--- config.mk ---
export PLATFORM = sky130hd
export DESIGN_NAME = key_value_param_tokenizer
export DESIGN_NICKNAME = d
export VERILOG_FILES = /design/src/rtl/kvpt_pkg.sv /design/src/rtl/key_value_param_tokenizer.sv
export SDC_FILE = /design/constraint.sdc
export NUM_CORES = 1
export LEC_CHECK = 0
export BUFFER_PORTS_ARGS = -buffer_cell sky130_fd_sc_hd__buf_2
export CORE_MARGIN = 2
export CORE_UTILIZATION = 40
export DETAILED_ROUTE_END_ITERATION = 10
export GPL_TIMING_DRIVEN = 0
export MAX_ROUTING_LAYER = met4
export PLACE_DENSITY = 0.63
export REMOVE_ABC_BUFFERS = 1
export SKIP_CTS_REPAIR_TIMING = 1
export SLEW_MARGIN = 20
export SYNTH_ARGS = -nofsm -noshare
export SYNTH_HDL_FRONTEND = slang
export SYNTH_SLANG_ARGS = --single-unit
--- constraint.sdc ---
create_clock -name clock -period 10.7 [get_ports clock]
set_input_delay 1.07 -clock clock [delete_from_list [all_inputs] [get_ports clock]]
set_output_delay 1.07 -clock clock [all_outputs]
set_load 0.02 [all_outputs]
--- src/rtl/kvpt_pkg.sv ---
// Package for the key/value parameter tokenizer: transfer types, character
// constants and parser state codes.
// No dependencies.
package kvpt_pkg;

   localparam int FIELD_W        = 12;
   localparam int FIELD_MAX      = 4095;
   localparam int MAX_LINE_DFLT  = 4096;

   localparam logic [7:0] CH_NUL   = 8'h00;
   localparam logic [7:0] CH_SPACE = 8'h20;
   localparam logic [7:0] CH_BRACE = 8'h7b;
   localparam logic [7:0] CH_EQ    = 8'h3d;
   localparam logic [7:0] CH_QUOTE = 8'h22;
   localparam logic [7:0] CH_BSL   = 8'h5c;

   typedef enum logic [10:0] {
      ST_WS_KEY       = 11'b000_0000_0001,
      ST_KEY          = 11'b000_0000_0010,
      ST_WS_AFTER_KEY = 11'b000_0000_0100,
      ST_EQ           = 11'b000_0000_1000,
      ST_WS_VAL       = 11'b000_0001_0000,
      ST_UNQ          = 11'b000_0010_0000,
      ST_OPEN_Q       = 11'b000_0100_0000,
      ST_QVAL         = 11'b000_1000_0000,
      ST_ESC          = 11'b001_0000_0000,
      ST_CLOSE_Q      = 11'b010_0000_0000,
      ST_ERR          = 11'b100_0000_0000
   } parse_state_type;

   typedef struct packed {
      logic       start_req;
      logic [7:0] ch;
   } req_type;

   typedef struct packed {
      logic               pair_valid;
      logic [FIELD_W-1:0] key_start;
      logic [FIELD_W-1:0] key_len;
      logic [FIELD_W-1:0] value_start;
      logic [FIELD_W-1:0] val_len;
      logic               done_res;
      logic [FIELD_W-1:0] stop_pos;
      logic               in_error;
   } rsp_type;

   function automatic logic is_letter(input logic [7:0] c);
      return ((c >= 8'h41) && (c <= 8'h5a)) || ((c >= 8'h61) && (c <= 8'h7a));
   endfunction

endpackage

--- src/rtl/key_value_param_tokenizer.sv ---
// Key/value parameter tokenizer: one text byte per transfer, one result per byte; uses kvpt_pkg.
// The result is registered; throughput 1 byte per cycle while req_stall is low.
// The parser update is a one-hot state decode plus saturating 12-bit counters; the result
// sits in an output register backed by a one-entry skid register; input stalls only while the skid holds a result.
// Reset (synchronous, active high) returns the parser to whitespace-before-key, clears
// position and pair fields, and empties both result registers.
module key_value_param_tokenizer #(
   parameter int MAX_LINE = kvpt_pkg::MAX_LINE_DFLT
) (
   input  logic              clock,
   input  logic              reset,
   input  logic              req_valid,
   output logic              req_stall,
   input  kvpt_pkg::req_type req_data,
   output logic              rsp_valid,
   input  logic              rsp_stall,
   output kvpt_pkg::rsp_type rsp_data
);
   import kvpt_pkg::*;

   // Saturation limit for positions and lengths.
   localparam int LIMIT_INT = ((MAX_LINE - 1) < FIELD_MAX) ? (MAX_LINE - 1) : FIELD_MAX;
   localparam logic [FIELD_W-1:0] POS_LIMIT = LIMIT_INT[FIELD_W-1:0];

   function automatic logic [FIELD_W-1:0] sat_inc(input logic [FIELD_W-1:0] v);
      return (v < POS_LIMIT) ? (v + 1'b1) : POS_LIMIT;
   endfunction

   // Parser registers.
   parse_state_type    state_ff, state_in;
   logic [FIELD_W-1:0] pos_ff, pos_in;
   logic [FIELD_W-1:0] kstart_ff, kstart_in;
   logic [FIELD_W-1:0] klen_ff, klen_in;
   logic [FIELD_W-1:0] vstart_ff, vstart_in;
   logic [FIELD_W-1:0] vlen_ff, vlen_in;
   logic               fin_ff, fin_in;

   // Result registers: output stage and skid stage.
   rsp_type out_ff, out_in;
   rsp_type skid_ff, skid_in;
   logic    out_vld_ff, out_vld_in;
   logic    skid_vld_ff, skid_vld_in;

   // Values seen by the current byte (after an optional start).
   parse_state_type    cur_state;
   logic [FIELD_W-1:0] cur_pos, cur_kstart, cur_klen, cur_vstart, cur_vlen;
   logic               cur_fin;
   logic [7:0]         c;
   logic               brace;
   logic               emit;
   logic [FIELD_W-1:0] emit_vs, emit_vl;
   rsp_type            res;
   logic               acc, pop;

   assign acc       = req_valid && !req_stall;
   assign pop       = rsp_valid && !rsp_stall;
   assign req_stall = skid_vld_ff;
   assign rsp_valid = out_vld_ff;
   assign rsp_data  = out_ff;
   assign c         = req_data.ch;

   // Parser next state and result for the byte on the input.
   always_comb begin
      // A start request resets the parser ahead of this byte.
      if (req_data.start_req) begin
         cur_state  = ST_WS_KEY;
         cur_pos    = '0;
         cur_kstart = '0;
         cur_klen   = '0;
         cur_vstart = '0;
         cur_vlen   = '0;
         cur_fin    = 1'b0;
      end else begin
         cur_state  = state_ff;
         cur_pos    = pos_ff;
         cur_kstart = kstart_ff;
         cur_klen   = klen_ff;
         cur_vstart = vstart_ff;
         cur_vlen   = vlen_ff;
         cur_fin    = fin_ff;
      end

      state_in  = cur_state;
      pos_in    = cur_pos;
      kstart_in = cur_kstart;
      klen_in   = cur_klen;
      vstart_in = cur_vstart;
      vlen_in   = cur_vlen;
      fin_in    = cur_fin;
      brace     = 1'b0;
      emit      = 1'b0;
      emit_vs   = cur_vstart;
      emit_vl   = cur_vlen;
      res       = '0;

      if (cur_fin) begin
         // Stopped: hold everything, give an all-zero result.
      end else if (c == CH_NUL) begin
         fin_in       = 1'b1;
         res.done_res = 1'b1;
         res.stop_pos = cur_pos;
      end else begin
         unique case (cur_state)
            ST_WS_KEY: begin
               if (is_letter(c)) begin
                  kstart_in = cur_pos;
                  klen_in   = FIELD_W'(1);
                  state_in  = ST_KEY;
               end else if (c == CH_BRACE) begin
                  brace = 1'b1;
               end else if (c != CH_SPACE) begin
                  state_in = ST_ERR;
               end
            end
            ST_KEY: begin
               if (is_letter(c)) begin
                  klen_in = sat_inc(cur_klen);
               end else if (c == CH_SPACE) begin
                  state_in = ST_WS_AFTER_KEY;
               end else if (c == CH_EQ) begin
                  state_in = ST_EQ;
               end else begin
                  state_in = ST_ERR;
               end
            end
            ST_WS_AFTER_KEY: begin
               if (c == CH_EQ) begin
                  state_in = ST_EQ;
               end else if (c != CH_SPACE) begin
                  state_in = ST_ERR;
               end
            end
            ST_EQ, ST_WS_VAL: begin
               if (c == CH_SPACE) begin
                  state_in = ST_WS_VAL;
               end else if (c == CH_QUOTE) begin
                  state_in = ST_OPEN_Q;
               end else begin
                  vstart_in = cur_pos;
                  vlen_in   = FIELD_W'(1);
                  state_in  = ST_UNQ;
               end
            end
            ST_UNQ: begin
               if (c == CH_QUOTE) begin
                  state_in = ST_ERR;
               end else if (c == CH_SPACE) begin
                  emit     = 1'b1;
                  state_in = ST_WS_KEY;
               end else begin
                  vlen_in = sat_inc(cur_vlen);
               end
            end
            ST_OPEN_Q: begin
               if (c == CH_QUOTE) begin
                  // Empty quoted value: report zero start and length.
                  emit     = 1'b1;
                  emit_vs  = '0;
                  emit_vl  = '0;
                  state_in = ST_CLOSE_Q;
               end else begin
                  vstart_in = cur_pos;
                  vlen_in   = FIELD_W'(1);
                  state_in  = (c == CH_BSL) ? ST_ESC : ST_QVAL;
               end
            end
            ST_QVAL: begin
               if (c == CH_QUOTE) begin
                  emit     = 1'b1;
                  state_in = ST_CLOSE_Q;
               end else begin
                  vlen_in = sat_inc(cur_vlen);
                  if (c == CH_BSL) begin
                     state_in = ST_ESC;
                  end
               end
            end
            ST_ESC: begin
               if ((c == CH_QUOTE) || (c == CH_BSL)) begin
                  vlen_in  = sat_inc(cur_vlen);
                  state_in = ST_QVAL;
               end else begin
                  state_in = ST_ERR;
               end
            end
            ST_CLOSE_Q: begin
               if (c == CH_SPACE) begin
                  state_in = ST_WS_KEY;
               end else if (c == CH_BRACE) begin
                  brace = 1'b1;
               end else begin
                  state_in = ST_ERR;
               end
            end
            default: begin
               // Error state: wait for a brace.
               state_in = ST_ERR;
               brace    = (c == CH_BRACE);
            end
         endcase

         if (emit) begin
            res.pair_valid  = 1'b1;
            res.key_start   = cur_kstart;
            res.key_len     = cur_klen;
            res.value_start = emit_vs;
            res.val_len     = emit_vl;
            kstart_in       = '0;
            klen_in         = '0;
            vstart_in       = '0;
            vlen_in         = '0;
         end
         if (brace) begin
            fin_in       = 1'b1;
            res.done_res = 1'b1;
            res.stop_pos = sat_inc(cur_pos);
         end
         pos_in       = sat_inc(cur_pos);
         res.in_error = !fin_in && (state_in == ST_ERR);
      end
   end

   // Output and skid registers: a new result goes to the output stage when it
   // is free or draining, else to the skid stage.
   always_comb begin
      out_in      = out_ff;
      skid_in     = skid_ff;
      out_vld_in  = out_vld_ff;
      skid_vld_in = skid_vld_ff;
      if (skid_vld_ff) begin
         if (pop) begin
            out_in      = skid_ff;
            skid_vld_in = 1'b0;
         end
      end else if (acc) begin
         if (!out_vld_ff || pop) begin
            out_in     = res;
            out_vld_in = 1'b1;
         end else begin
            skid_in     = res;
            skid_vld_in = 1'b1;
         end
      end else if (pop) begin
         out_vld_in = 1'b0;
      end
   end

   always_ff @(posedge clock) begin
      if (reset) begin
         state_ff    <= ST_WS_KEY;
         pos_ff      <= '0;
         kstart_ff   <= '0;
         klen_ff     <= '0;
         vstart_ff   <= '0;
         vlen_ff     <= '0;
         fin_ff      <= 1'b0;
         out_vld_ff  <= 1'b0;
         skid_vld_ff <= 1'b0;
      end else begin
         if (acc) begin
            state_ff  <= state_in;
            pos_ff    <= pos_in;
            kstart_ff <= kstart_in;
            klen_ff   <= klen_in;
            vstart_ff <= vstart_in;
            vlen_ff   <= vlen_in;
            fin_ff    <= fin_in;
         end
         out_vld_ff  <= out_vld_in;
         skid_vld_ff <= skid_vld_in;
      end
   end

   always_ff @(posedge clock) begin
      out_ff  <= out_in;
      skid_ff <= skid_in;
   end

   // A pair and a stop never come from the same byte.
   a_pair_not_done: assert property (@(posedge clock) disable iff (reset)
      rsp_valid |-> !(rsp_data.pair_valid && rsp_data.done_res))
      else $error("pair and stop reported on one byte");

   // A stop result never flags the error state.
   a_done_not_err: assert property (@(posedge clock) disable iff (reset)
      rsp_valid && rsp_data.done_res |-> !rsp_data.in_error)
      else $error("stop reported with error flag");

   // The skid stage only fills behind a full output stage.
   a_skid_behind_out: assert property (@(posedge clock) disable iff (reset)
      skid_vld_ff |-> out_vld_ff)
      else $error("skid stage holds a result with output stage empty");

   // Once stopped, further bytes without a start give no pair.
   a_fin_quiet: assert property (@(posedge clock) disable iff (reset)
      fin_ff && acc && !req_data.start_req |=> !(out_vld_ff && out_ff.pair_valid
         && !skid_vld_ff && $past(!out_vld_ff || pop)))
      else $error("pair reported after stop");

endmodule
Word-level counts from Yosys, hierarchy flattened
Cells that the tools add are included.
{"block": "word_totals", "word_cells": 178, "input_bits": 13, "reg_bits": 200, "out_inout_bits": 65}
{"block": "classes", "n_eq_ne": 19, "reduce_logical": 22, "n_addsub": 3, "n_lt_le_gt_ge": 7, "n_bitwise": 2, "muxes": 100}
{"cell": "$mux 12", "count": 38}
{"cell": "$mux 63", "count": 5}
{"cell": "$mux 11", "count": 19}
{"cell": "$pmux 11 s9", "count": 1}
{"cell": "$mux 49", "count": 2}
{"cell": "$pmux 12 s5", "count": 1}
{"cell": "$pmux 12 s2", "count": 2}
{"cell": "$add 12x1->12 const B", "count": 3}
{"cell": "$lt 12x12->1 const B", "count": 3}
{"cell": "$mux 13", "count": 2}
{"cell": "$eq 8x6->1 const B", "count": 3}
{"cell": "$mux 1", "count": 24}
{"cell": "$eq 8x7->1 const B", "count": 2}
{"cell": "$ge 8x7->1 const B", "count": 2}
{"cell": "$le 8x7->1 const B", "count": 2}
{"cell": "$mux 7", "count": 2}
{"cell": "$eq 11x1->1 const B", "count": 1}
{"cell": "$eq 11x10->1 const B", "count": 1}
{"cell": "$eq 11x11->1 const B", "count": 1}
{"cell": "$eq 11x2->1 const B", "count": 1}
{"cell": "$eq 11x3->1 const B", "count": 1}
{"cell": "$eq 11x4->1 const B", "count": 1}
{"cell": "$eq 11x5->1 const B", "count": 1}
{"cell": "$eq 11x6->1 const B", "count": 1}
{"cell": "other kinds (18)", "count": 34}

Longest topological paths before layout
{"block": "logic_depth", "ltp_word": 17, "mapped_depth": 14, "depth_no_buf": 11}

Worst setup path after synthesis
OpenSTA, ideal clock, no wires.
{"block": "synth_path", "path_type": "input-to-reg", "from": "in req_valid", "to": "reg out_ff (netlist bit rsp_data[0]), enable pin", "t_required_ns": 10.195, "arrival_ns": 4.805, "setup_ns": 0.505, "n_path_buf": 2, "cell_stages": 5, "path_slack_ns": 5.390, "path_cell_list": "nor2b_1 -> clkbuf_1 -> clkbuf_1 -> a21oi_1 -> a21oi_1"}
{"block": "synth_between", "elab_chain_cells": 3}
{"item": "from (decl)", "line_no": "key_value_param_tokenizer.sv:12", "rtl": "input logic req_valid,"}
{"item": "$logic_and 1x1->1", "line_no": "key_value_param_tokenizer.sv:55", "rtl": "assign acc = req_valid && !req_stall;"}
{"item": "$reduce_bool 2->1 (no source line)"}
{"item": "$reduce_and 3->1 (no source line)"}
{"item": "to (signal assigned)", "line_no": "key_value_param_tokenizer.sv:275", "rtl": "out_ff <= out_in;"}
{"item": "to (decl)", "line_no": "key_value_param_tokenizer.sv:39", "rtl": "rsp_type out_ff, out_in;"}
No other way between the ends.
A chain may end at the register's enable or synchronous reset.

Worst setup path after layout
{"block": "layout_path", "from": "in req_data[8] (netlist name)", "to": "reg vstart_ff[8]"}
{"block": "layout_between", "elab_chain_cells": 9, "elab_cells_between_ends": 20, "cone_classes": "eq/ne (5); mux (13); reduce/logical (2)"}
{"item": "from (decl)", "line_no": "key_value_param_tokenizer.sv:14", "rtl": "input kvpt_pkg::req_type req_data,"}
{"item": "$mux 11", "line_no": "key_value_param_tokenizer.sv:65", "rtl": "if (req_data.start_req) begin"}
{"item": "$eq 11x8->1 or $eq 11x7->1 (tied branches)", "line_no": "key_value_param_tokenizer.sv:103", "rtl": "unique case (cur_state)"}
{"item": "$reduce_or 2->1 (no source line)"}
{"item": "$pmux 1 s2", "line_no": "key_value_param_tokenizer.sv:103"}
{"item": "$mux 1", "line_no": "key_value_param_tokenizer.sv:98", "rtl": "end else if (c == CH_NUL) begin"}
{"item": "$mux 1", "line_no": "key_value_param_tokenizer.sv:96", "rtl": "if (cur_fin) begin"}
{"item": "$mux 12", "line_no": "key_value_param_tokenizer.sv:202", "rtl": "if (emit) begin"}
{"item": "$mux 12", "line_no": "key_value_param_tokenizer.sv:98"}
{"item": "$mux 12 *", "line_no": "key_value_param_tokenizer.sv:96"}
{"item": "to (signal assigned)", "line_no": "key_value_param_tokenizer.sv:265", "rtl": "vstart_ff <= vstart_in;"}
{"item": "to (decl)", "line_no": "key_value_param_tokenizer.sv:34", "rtl": "logic [FIELD_W-1:0] vstart_ff, vstart_in;"}
Mark *: on every way between the ends. The rest lies on a longest branch, timed or not. The select of a mux whose other input is x is not followed.

==> results by group <==
Run status
  • Result of the run: finished clean

Finish
  • Most frequent cells in the layout: 126 x edfxtp_1, 90 x nand2_1, 84 x nor2_1
  • Most common cell after layout, fill and taps aside: edfxtp_1
  • Multi-input gate area: 4270 um^2
  • N_diodes: 0
  • Share of layout cells above drive strength 1: 18.8%
  • Total of fill cells in the finished design: 2,272
  • Post-Route Utilization: 46.0%
  • Net count, final: 1,005
  • Synth-to-Final Area Change: 13.3%
  • Total area of sequential cells: 5270 um^2

STA
  • Pins over their slew limit: 0
  • Slew of the pin with the lowest slew margin: 1.09 ns
  • Accumulated negative setup slack: 0 ns
  • Part of the cycle the worst path needs: 43.4%
  • Relative slew slack: 27.4%
  • Setup repair after global routing missed its margin: no
  • Hold Vio Cnt, Final: 0
  • Setup Viol. Count Final: 0
  • Fmax: 0.216 GHz
  • Final setup skew: 0.0141 ns
  • Minimum period implied by the final worst setup slack: 4.64 ns
  • Worst Slack Setup Final: 6.06 ns
  • Post-Route Hold Slack: 0.472 ns

Pwr
  • Maximum ir drop on the vdd rail: 0.0920 mV
  • Leak: 3.82 nW
  • Power Total: 1.68 mW
  • Power density cells: 151 nW/um^2

Setup path
  • Delay contributed by the slowest stage of the critical path: 0.79 ns
  • Family of cells with the greatest summed delay on the critical path: simple AND/OR/NAND/NOR gates
  • Critical path data arrival time: 5.02 ns
  • Number of cell instances on the worst register-to-register path: 7
  • Cell breakdown of the critical path: buf_2 > nor2b_1 > nor2_2 > nand2_1 > nor3_1 > a21oi_1 > nor2_1 > a22o_1
  • WS Path Type: input pin to flip-flop
  • Launching point of the worst reg2reg path: req_stall
  • Worst endpoint required time: 11.08 ns
  • Worst path buffer plus inverter count: 1
  • Sort of element at the start of the critical path: input pin
  • Total number of cells along the worst setup path: 8
  • Worst setup path startpoint: req_data[8]
  • Slowest-stage cell, CP: nor2_1
  • Critical-path maximum fanout: 45
  • Endpoint type of the worst setup path: flip-flop

Route
  • Total number of vias: 7,506
  • Number of DRC violations after detailed-routing iteration 0: 848
  • DRC viols: 0
  • Routed WL per cell: 18.2 um
  • Antenna-violating nets left: 0
  • Count of TritonRoute iterations in the first routing pass: 5
  • Routed via count divided by cell count: 5.66
  • Post-detailed-routing wire length: 24,200 um

Die
  • Placeable core region: 24,200 um^2
  • Die Outline Area: 25,900 um^2
  • Standard-cell row count: 57
  • Top-level I/O count: 78
  • Vert. Die Dim: 161 um
  • Die Width: 161 um
  • Starting density of the core: 40.6%

Synth
  • Number of flip-flops and latches in the synthesized netlist: 200
  • Dominant synthesized flop cell: edfxtp_1
  • Cell area after technology mapping: 9830 um^2
  • Number of different library cells in the post-synthesis netlist: 80
  • Sequential cell area fraction in the yosys report: 53.5%
  • Yosys synthesis warning count: 0
  • Number of flops mapped to enable cells by yosys: 126
  • Most area-consuming cells after synthesis: edfxtp_1 38%, dfxtp_1 15%, mux2_2 4.0%
  • Area share of the leading cell type in the synthesized netlist: 38.5%
  • Fraction of synthesis flops using an asynchronous set or reset pin: 0%
  • Post-Synthesis Cells: 948
  • Library cell with the largest summed area after synthesis: edfxtp_1
  • Average cell area after synthesis: 10.4 um^2

Clock tree
  • CTS tree: built
  • Maximum root-to-sink buffer count: 2
  • Clock Latency Late Sink: 0.45 ns
  • Clock root buffer: clkbuf_16
  • Clock Sinks: 200
  • H-tree levels: 4
  • Number of buffers inserted during clock tree synthesis: 17
  • Clock-pin slew reported for the worst setup and hold paths after clock tree synthesis: 0.08 ns

Hold path
  • Number of cells on the worst hold path: 2
  • Hold path start: klen_ff[1]
  • Class of the worst hold path: flip-flop to flip-flop

Global routing
  • Pin count of the biggest net entering global routing: 53
  • Global-route wire length before repair: 38,700 um
  • Vias in the first global route: 7,016
  • Total congestion overflow: 0
  • Initial antenna violation count: 0
  • GRT Resource Usage Total: 19.3%

Placed design
  • Detailed placer's ending HPWL: 16,200 um
  • Count of input and output buffers: 77
  • Final weighted congestion of routability-driven global placement: 0.947
  • Pre-CTS WS: 5.65 ns

Run
  • Max-Cap Viols: 0
## flip-flops by register name, summed over array words and instances (netlist names)
signal,count
state_ff,11
rsp_valid,1
kstart_ff,12
pos_ff,12
skid_ff,63
vlen_ff,12
req_stall,1
vstart_ff,12
rsp_data,63
klen_ff,12
fin_ff,1
## synth_stat cells (8+ instances only)
library cell	n
nor2b_1	22
mux2_2	35
nor4_1	12
a211oi_1	9
o21ai_0	50
nor2_1	85
dfxtp_1	74
clkbuf_1	39
nand2b_1	12
nand2_1	90
a22o_1	23
a31oi_1	10
xor2_1	8
nand4_1	14
inv_1	13
o211ai_1	8
and2_1	36
o31ai_1	27
nor3_1	18
a21oi_1	57
buf_2	11
edfxtp_1	126
nand3_1	16
a22oi_1	14
## cell families (layout without fill, tap and decap cells)
kind of cell | after synthesis | in the layout | share of synthesized area, %
buf+inv | 75 | 129 | 3.41
fa+ha+maj | 3 | 3 | 0.382
mux | 35 | 35 | 4.01
compound gates | 252 | 252 | 17.4
simple gates | 371 | 371 | 20.2
xor+xnor | 12 | 12 | 1.07
flops | 200 | 200 | 53.5
## cell type report
type                            count  area share [%]
Tap cell                          324            3.64
Clock inverter                     15            1.72
Inverter                           13           0.438
Multi-Input combinational cell    673            38.3
Clock buffer                       17            3.82
Timing Repair Buffer               84            4.79
Sequential cell                   200            47.3
## worst register-to-register path: cells and delay by family (launching register included)
family,cells,cell delay [ns]
AO/OA/AOI/OAI,2,0.46
flip-flops,1,0.54
AND/OR/NAND/NOR,5,3.04
## path summary, 6_finish.rpt
check / endpoint / slack [ns]
worst min register to register: klen_ff[1] / 0.47
worst min-delay path: klen_ff[1] / 0.47
worst max register to register: vstart_ff[8] / 6.62
worst max-delay path: vstart_ff[8] / 6.06
## per-layer routing
metal  up-vias  share of wire, %  routed length (um)  GRT usage (%)
li1       3643                 -                   -              -
met1      3622                50               12100           27.7
met2       213                44               10700           28.8
met3        28               4.1                1000           2.22
met4         0               1.5                 369           5.93
met5         -                 0                   0              -
## where the power goes
part	internal (mW)	total [mW]	switching, mW
clock	0.322	0.664	0.342
sequential	0.851	0.869	0.0178
combinational	0.0498	0.152	0.102
total	1.22	1.68	0.462
## stage by stage
step           instances  cell area, um^2
2_1_floorplan        886             9550
3_3_place_gp        1287            10300
3_5_place_dp        1294            10500
4_1_cts             1326            11100
5_1_grt             1326            11100
6_report            1326            11100
Power figures use the tool's default switching activity.
